File: config.mk
export PLATFORM = sky130hd
export DESIGN_NAME = gcm_front
export DESIGN_NICKNAME = d
export VERILOG_FILES = /design/src/gcm_pkg.sv /design/src/gcm_front.sv
export SDC_FILE = /design/constraint.sdc
export NUM_CORES = 1
export LEC_CHECK = 0
export ABC_AREA = 1
export BUFFER_PORTS_ARGS = -buffer_cell sky130_fd_sc_hd__buf_2
export CAP_MARGIN = 20
export CORE_MARGIN = 8
export CORE_UTILIZATION = 30
export DETAILED_ROUTE_END_ITERATION = 16
export HOLD_SLACK_MARGIN = 0.03
export PLACE_DENSITY = 0.58
export SYNTH_ARGS = -nofsm -noshare
export SYNTH_HDL_FRONTEND = slang
export SYNTH_SLANG_ARGS = --single-unit
File: constraint.sdc
create_clock -name i_clk -period 6.9 [get_ports i_clk]
set_input_delay 0.69 -clock i_clk [delete_from_list [all_inputs] [get_ports i_clk]]
set_output_delay 0.69 -clock i_clk [all_outputs]
set_load 0.005 [all_outputs]
File: src/gcm_pkg.sv
// ----------------------------------------------------------------------------
// gcm_pkg
// Shared types, codes, AES tables and helper functions for the GCM engine.
// ----------------------------------------------------------------------------
package gcm_pkg;

    localparam logic [1:0] OP_AAD  = 2'd0;
    localparam logic [1:0] OP_TEXT = 2'd1;
    localparam logic [1:0] OP_FIN  = 2'd2;
    localparam logic [1:0] OP_NONE = 2'd3;

    localparam logic [2:0] REG_KEY_HI = 3'd0;
    localparam logic [2:0] REG_KEY_LO = 3'd1;
    localparam logic [2:0] REG_IV_HI  = 3'd2;
    localparam logic [2:0] REG_IV_LO  = 3'd3;
    localparam logic [2:0] REG_MODE   = 3'd4;

    localparam logic [4:0] FULL_BYTES = 5'd16;
    localparam logic [3:0] LAST_ROUND = 4'd10;
    localparam logic [3:0] GH_STEPS   = 4'd15;
    localparam logic [7:0] GH_POLY    = 8'he1;

    typedef struct packed {
        logic [1:0]   op;
        logic [127:0] data;
        logic [4:0]   nbytes;
    } t_item;

    typedef struct packed {
        logic [127:0] key;
        logic [95:0]  iv;
        logic         decrypt;
    } t_cfg;

    typedef struct packed {
        logic         kind;
        logic [127:0] data;
        logic [4:0]   nbytes;
        logic         tag_ok;
    } t_result;

    typedef struct packed {
        logic kexp_start;
        logic enc_start;
    } t_aes_ctl;

    typedef struct packed {
        logic kexp_done;
        logic enc_done;
    } t_aes_sts;

    typedef enum logic [2:0] {
        ST_IDLE,
        ST_KEXP,
        ST_HSUB,
        ST_TMASK,
        ST_CTR,
        ST_HASH,
        ST_OUT
    } t_state;

    localparam logic [7:0] SBOX [256] = '{
        8'h63,8'h7c,8'h77,8'h7b,8'hf2,8'h6b,8'h6f,8'hc5,8'h30,8'h01,8'h67,8'h2b,8'hfe,8'hd7,8'hab,8'h76,
        8'hca,8'h82,8'hc9,8'h7d,8'hfa,8'h59,8'h47,8'hf0,8'had,8'hd4,8'ha2,8'haf,8'h9c,8'ha4,8'h72,8'hc0,
        8'hb7,8'hfd,8'h93,8'h26,8'h36,8'h3f,8'hf7,8'hcc,8'h34,8'ha5,8'he5,8'hf1,8'h71,8'hd8,8'h31,8'h15,
        8'h04,8'hc7,8'h23,8'hc3,8'h18,8'h96,8'h05,8'h9a,8'h07,8'h12,8'h80,8'he2,8'heb,8'h27,8'hb2,8'h75,
        8'h09,8'h83,8'h2c,8'h1a,8'h1b,8'h6e,8'h5a,8'ha0,8'h52,8'h3b,8'hd6,8'hb3,8'h29,8'he3,8'h2f,8'h84,
        8'h53,8'hd1,8'h00,8'hed,8'h20,8'hfc,8'hb1,8'h5b,8'h6a,8'hcb,8'hbe,8'h39,8'h4a,8'h4c,8'h58,8'hcf,
        8'hd0,8'hef,8'haa,8'hfb,8'h43,8'h4d,8'h33,8'h85,8'h45,8'hf9,8'h02,8'h7f,8'h50,8'h3c,8'h9f,8'ha8,
        8'h51,8'ha3,8'h40,8'h8f,8'h92,8'h9d,8'h38,8'hf5,8'hbc,8'hb6,8'hda,8'h21,8'h10,8'hff,8'hf3,8'hd2,
        8'hcd,8'h0c,8'h13,8'hec,8'h5f,8'h97,8'h44,8'h17,8'hc4,8'ha7,8'h7e,8'h3d,8'h64,8'h5d,8'h19,8'h73,
        8'h60,8'h81,8'h4f,8'hdc,8'h22,8'h2a,8'h90,8'h88,8'h46,8'hee,8'hb8,8'h14,8'hde,8'h5e,8'h0b,8'hdb,
        8'he0,8'h32,8'h3a,8'h0a,8'h49,8'h06,8'h24,8'h5c,8'hc2,8'hd3,8'hac,8'h62,8'h91,8'h95,8'he4,8'h79,
        8'he7,8'hc8,8'h37,8'h6d,8'h8d,8'hd5,8'h4e,8'ha9,8'h6c,8'h56,8'hf4,8'hea,8'h65,8'h7a,8'hae,8'h08,
        8'hba,8'h78,8'h25,8'h2e,8'h1c,8'ha6,8'hb4,8'hc6,8'he8,8'hdd,8'h74,8'h1f,8'h4b,8'hbd,8'h8b,8'h8a,
        8'h70,8'h3e,8'hb5,8'h66,8'h48,8'h03,8'hf6,8'h0e,8'h61,8'h35,8'h57,8'hb9,8'h86,8'hc1,8'h1d,8'h9e,
        8'he1,8'hf8,8'h98,8'h11,8'h69,8'hd9,8'h8e,8'h94,8'h9b,8'h1e,8'h87,8'he9,8'hce,8'h55,8'h28,8'hdf,
        8'h8c,8'ha1,8'h89,8'h0d,8'hbf,8'he6,8'h42,8'h68,8'h41,8'h99,8'h2d,8'h0f,8'hb0,8'h54,8'hbb,8'h16
    };

    function automatic logic [7:0] rcon_of(input logic [3:0] rnd);
        logic [7:0] r;
        case (rnd)
            4'd1:    r = 8'h01;
            4'd2:    r = 8'h02;
            4'd3:    r = 8'h04;
            4'd4:    r = 8'h08;
            4'd5:    r = 8'h10;
            4'd6:    r = 8'h20;
            4'd7:    r = 8'h40;
            4'd8:    r = 8'h80;
            4'd9:    r = 8'h1b;
            4'd10:   r = 8'h36;
            default: r = 8'h00;
        endcase
        return r;
    endfunction

    function automatic logic [7:0] xtime(input logic [7:0] a);
        return {a[6:0], 1'b0} ^ (a[7] ? 8'h1b : 8'h00);
    endfunction

    function automatic logic [31:0] sbox_word(input logic [31:0] w);
        return {SBOX[w[31:24]], SBOX[w[23:16]], SBOX[w[15:8]], SBOX[w[7:0]]};
    endfunction

    // next round key from the previous one
    function automatic logic [127:0] key_step(input logic [127:0] k, input logic [3:0] rnd);
        logic [31:0] t;
        logic [31:0] n0, n1, n2, n3;
        t  = sbox_word({k[23:0], k[31:24]}) ^ {rcon_of(rnd), 24'h0};
        n0 = k[127:96] ^ t;
        n1 = k[95:64] ^ n0;
        n2 = k[63:32] ^ n1;
        n3 = k[31:0] ^ n2;
        return {n0, n1, n2, n3};
    endfunction

    // sub bytes, shift rows and, except in the last round, mix columns
    function automatic logic [127:0] aes_round(input logic [127:0] s, input logic last);
        logic [7:0] b [16];
        logic [7:0] t [16];
        logic [7:0] x;
        logic [127:0] r;
        for (int i = 0; i < 16; i++) begin
            b[i] = SBOX[s[127-8*i -: 8]];
        end
        for (int i = 0; i < 16; i++) begin
            t[i] = b[(i + 4 * (i % 4)) % 16];
        end
        if (!last) begin
            for (int c = 0; c < 4; c++) begin
                x = t[4*c] ^ t[4*c+1] ^ t[4*c+2] ^ t[4*c+3];
                b[4*c]   = t[4*c]   ^ x ^ xtime(t[4*c]   ^ t[4*c+1]);
                b[4*c+1] = t[4*c+1] ^ x ^ xtime(t[4*c+1] ^ t[4*c+2]);
                b[4*c+2] = t[4*c+2] ^ x ^ xtime(t[4*c+2] ^ t[4*c+3]);
                b[4*c+3] = t[4*c+3] ^ x ^ xtime(t[4*c+3] ^ t[4*c]);
            end
        end else begin
            for (int i = 0; i < 16; i++) begin
                b[i] = t[i];
            end
        end
        for (int i = 0; i < 16; i++) begin
            r[127-8*i -: 8] = b[i];
        end
        return r;
    endfunction

    // keeps the first n bytes, n in 1..16
    function automatic logic [127:0] byte_mask(input logic [4:0] n);
        logic [7:0] sh;
        sh = {n, 3'b000};
        return ~({128{1'b1}} >> sh);
    endfunction

endpackage

File: src/gcm_front.sv
// ----------------------------------------------------------------------------
// gcm_front
// Input side: takes beats, drops the ones that cause no work, clamps the byte
// count and holds items in a two-entry queue for the back end.
// ----------------------------------------------------------------------------
module gcm_front (
    input  logic                i_clk,
    input  logic                i_rst_n,
    input  logic                i_valid,
    output logic                o_ready,
    input  gcm_pkg::t_item      i_item,
    output logic                o_q_valid,
    output gcm_pkg::t_item      o_q_item,
    input  logic                i_q_pop
);

    gcm_pkg::t_item r_mem [2];
    logic           r_wp, n_wp;
    logic           r_rp, n_rp;
    logic [1:0]     r_cnt, n_cnt;
    logic           w_accept;
    logic           w_keep;
    logic           w_push;
    gcm_pkg::t_item w_item;

    assign o_ready   = (r_cnt != 2'd2);
    assign w_accept  = i_valid && o_ready;
    assign o_q_valid = (r_cnt != 2'd0);
    assign o_q_item  = r_mem[r_rp];

    always_comb begin
        w_item = i_item;
        if (i_item.nbytes > gcm_pkg::FULL_BYTES) begin
            w_item.nbytes = gcm_pkg::FULL_BYTES;
        end
        // unused op and empty data blocks are swallowed
        w_keep = (i_item.op == gcm_pkg::OP_FIN) ||
                 ((i_item.op != gcm_pkg::OP_NONE) && (i_item.nbytes != 5'd0));
        w_push = w_accept && w_keep;
        n_wp   = w_push ? ~r_wp : r_wp;
        n_rp   = i_q_pop ? ~r_rp : r_rp;
        n_cnt  = r_cnt + {1'b0, w_push} - {1'b0, i_q_pop};
    end

    always_ff @(posedge i_clk) begin
        if (!i_rst_n) begin
            r_wp  <= 1'b0;
            r_rp  <= 1'b0;
            r_cnt <= 2'd0;
        end else begin
            r_wp  <= n_wp;
            r_rp  <= n_rp;
            r_cnt <= n_cnt;
        end
    end

    always_ff @(posedge i_clk) begin
        if (w_push) begin
            r_mem[r_wp] <= w_item;
        end
    end

endmodule

==> impl_metrics.tcl <==
set metrics [dict create \
    status "completed" \
    min_period_over_period_pct 49.10 \
    yosysTopAreaCell "edfxtp_1" \
    holdCritPathClass "primary input to flop" \
    hold_violations 0 \
    cts_max_level 1 \
    syn-cell-area_sq_mm 0.01022 \
    synth-seq-area-share_pct 80.30 \
    vias_per_cell 4.199 \
    cts_resized 0 \
    rsz0062_at_grt "no" \
    cts_buffers 30 \
    synth_seq_cells 275 \
    arrival_ps 2700 \
    overflow 0 \
    clkLatencyLatePin_ps 540 \
    dp_slack_ps 3704 \
    power.density_mw_per_mm2 300.0 \
    relSlewSlack_pct 42.25 \
    synth_nets 606 \
    final_common_cell "buf_2" \
    drt_iter0_markers 192 \
    grt_pass1_wl_microns 32730 \
    post-route-min-period_ps 3388 \
    syn_to_final_growth_pct 27.47 \
    fin_ws_ps 3512 \
    antenna_found_initial 4 \
    ys_types 16 \
    yosysWarnings 0 \
    grt_max_degree 78 \
    final_layout_size_suffix_gt1_share_pct 58.70 \
    post_cts_buffers 0 \
    design.portCount 276 \
    synth_area_leaders "edfxtp_1 (79%), mux2_2 (9.4%), mux2_4 (7.3%), dfxtp_1 (0.98%), buf_6 (0.77%)" \
    cts_tree "built" \
    crit_fanout 53 \
    num_vias 5165 \
    crit_required_ps 6210 \
    final_util_pct 38.85 \
    ant_nets 0 \
    placement.io_buffers 275 \
    avgSynthCellArea_sq_um 21.98 \
    dr.pass1.iters 4 \
    maxSlewViolCount 0 \
    fin_setup_tns_ps 0 \
    p_leak_nw 4.912 \
    peakVddDrop_v 0.0002213 \
    worst_pin_slew_ps 866.3 \
    die_w_microns 200.6 \
    final_cell_mix "buf_2 (275), edfxtp_1 (270), mux2_2 (85)" \
    setup.worst_path.start_class "flop" \
    die_area_sq_mm 0.04023 \
    finalSetupViolCount 0 \
    fin_worst_skew_ps 7.489 \
    root_buffer "clkbuf_16" \
    path_clk_slew_ps 60 \
    layout.nets 903 \
    wl_per_cell_microns 17.88 \
    max_freq_mhz 295.1 \
    drc 0 \
    dpl.hpwl_microns 14980 \
    start_util_pct 30.48 \
    critPathCaptureType "output port" \
    antenna_cells 0 \
    grtUsageTotal_pct 10.21 \
    totalWireLength_microns 22000 \
    cts_buffer_depth 3 \
    cap_viol_max_count 0 \
    holdBufCountCts 0 \
    die_h_microns 200.6 \
    gp_congestion 0.6702 \
    synth_top_area_share_pct 79.32 \
    cts.sinks 275 \
    core-area_sq_mm 0.03353 \
    crit_type "flop to output port" \
    grt_pass1_vias 5648 \
    synth_cells 465 \
    num_rows 67 \
]
-- worst paths after layout --
path | start | endpoint | slack (ps) | depth (start not counted)
max | flop | o_q_item[63] | 3510 | 3
max reg2reg | r_cnt[0] | r_mem[1][20] | 4210 | 7
min | i_item[45] | r_mem[0][45] | 340 | 1
min reg2reg | r_cnt[1] | r_cnt[1] | 500 | 2
-- critical path, stage by stage, from the launching register on --
cell,delay [ps]
dfxtp_4,770
buf_4,730
mux2_2,430
buf_2,140
-- final cells by class --
class,count,area (sq um)
clock buffer,35,790.8
fill,3159,20500
sequential,275,8212
clock inverter,17,141.4
timing repair buffer,281,1421
multi-input combinational,166,1868
tap,448,560.5
inverter,8,35.03
-- per-layer routing --
| metal | share of wire, % | GRT usage (%) |
|---|---|---|
| met1 | 41 | 11.76 |
| met2 | 48 | 17.26 |
| met3 | 8.3 | 4.196 |
| met4 | 2.7 | 2.943 |
| met5 | 0.18 | 0 |
-- flip-flops by register name (all words and copies together), names as in the netlist, named ones only --
| name | count |
|---|---|
| r_cnt | 2 |
| r_rp | 1 |
| r_mem | 270 |
| r_wp | 1 |
-- through the flow --
step / hold WS [ps] / total power, mW / instance area (sq um) / cells
finish: 336.0 / 3.908 / 13030 / 1230
CTS: 293.5 / 3.988 / 13030 / 1230
global route: 304.4 / 4.060 / 13030 / 1230
detailed placement: 499.7 / 2.466 / 12100 / 1178
global placement: 472.7 / 2.458 / 12100 / 1178
floorplan: 457.9 / 2.268 / 10220 / 465
-- cells by family (layout without fill, tap and decap cells) --
group                    after synthesis  after routing  share of synthesized area [%]
adder cells (fa/ha/maj)                2              2                         0.2448
AO/OA/AOI/OAI                          5              5                         0.2937
buffers and inverters                 24            341                          1.493
flip-flops                           275            275                          80.30
AND/OR/NAND/NOR                       23             23                         0.8692
XOR/XNOR                               1              1                        0.08571
multiplexers                         135            135                          16.71
-- synthesized netlist by cell type --
library cell,count
mux2_4,50
mux2_2,85
buf_6,7
clkbuf_1,1
nand2_1,10
inv_1,8
edfxtp_1,270
a21boi_0,2
xnor2_1,1
a21oi_1,2
buf_2,8
o21ai_0,1
dfxtp_1,5
ha_1,2
nand3_1,2
nor2_1,11
-- power breakdown --
part / internal, mW / switching [mW] / total, mW
logic: 0.197 / 0.206 / 0.403
clock network: 0.886 / 0.607 / 1.49
registers: 1.98 / 0.0328 / 2.01
total: 3.06 / 0.847 / 3.91
(Power assumes the default switching activity.)
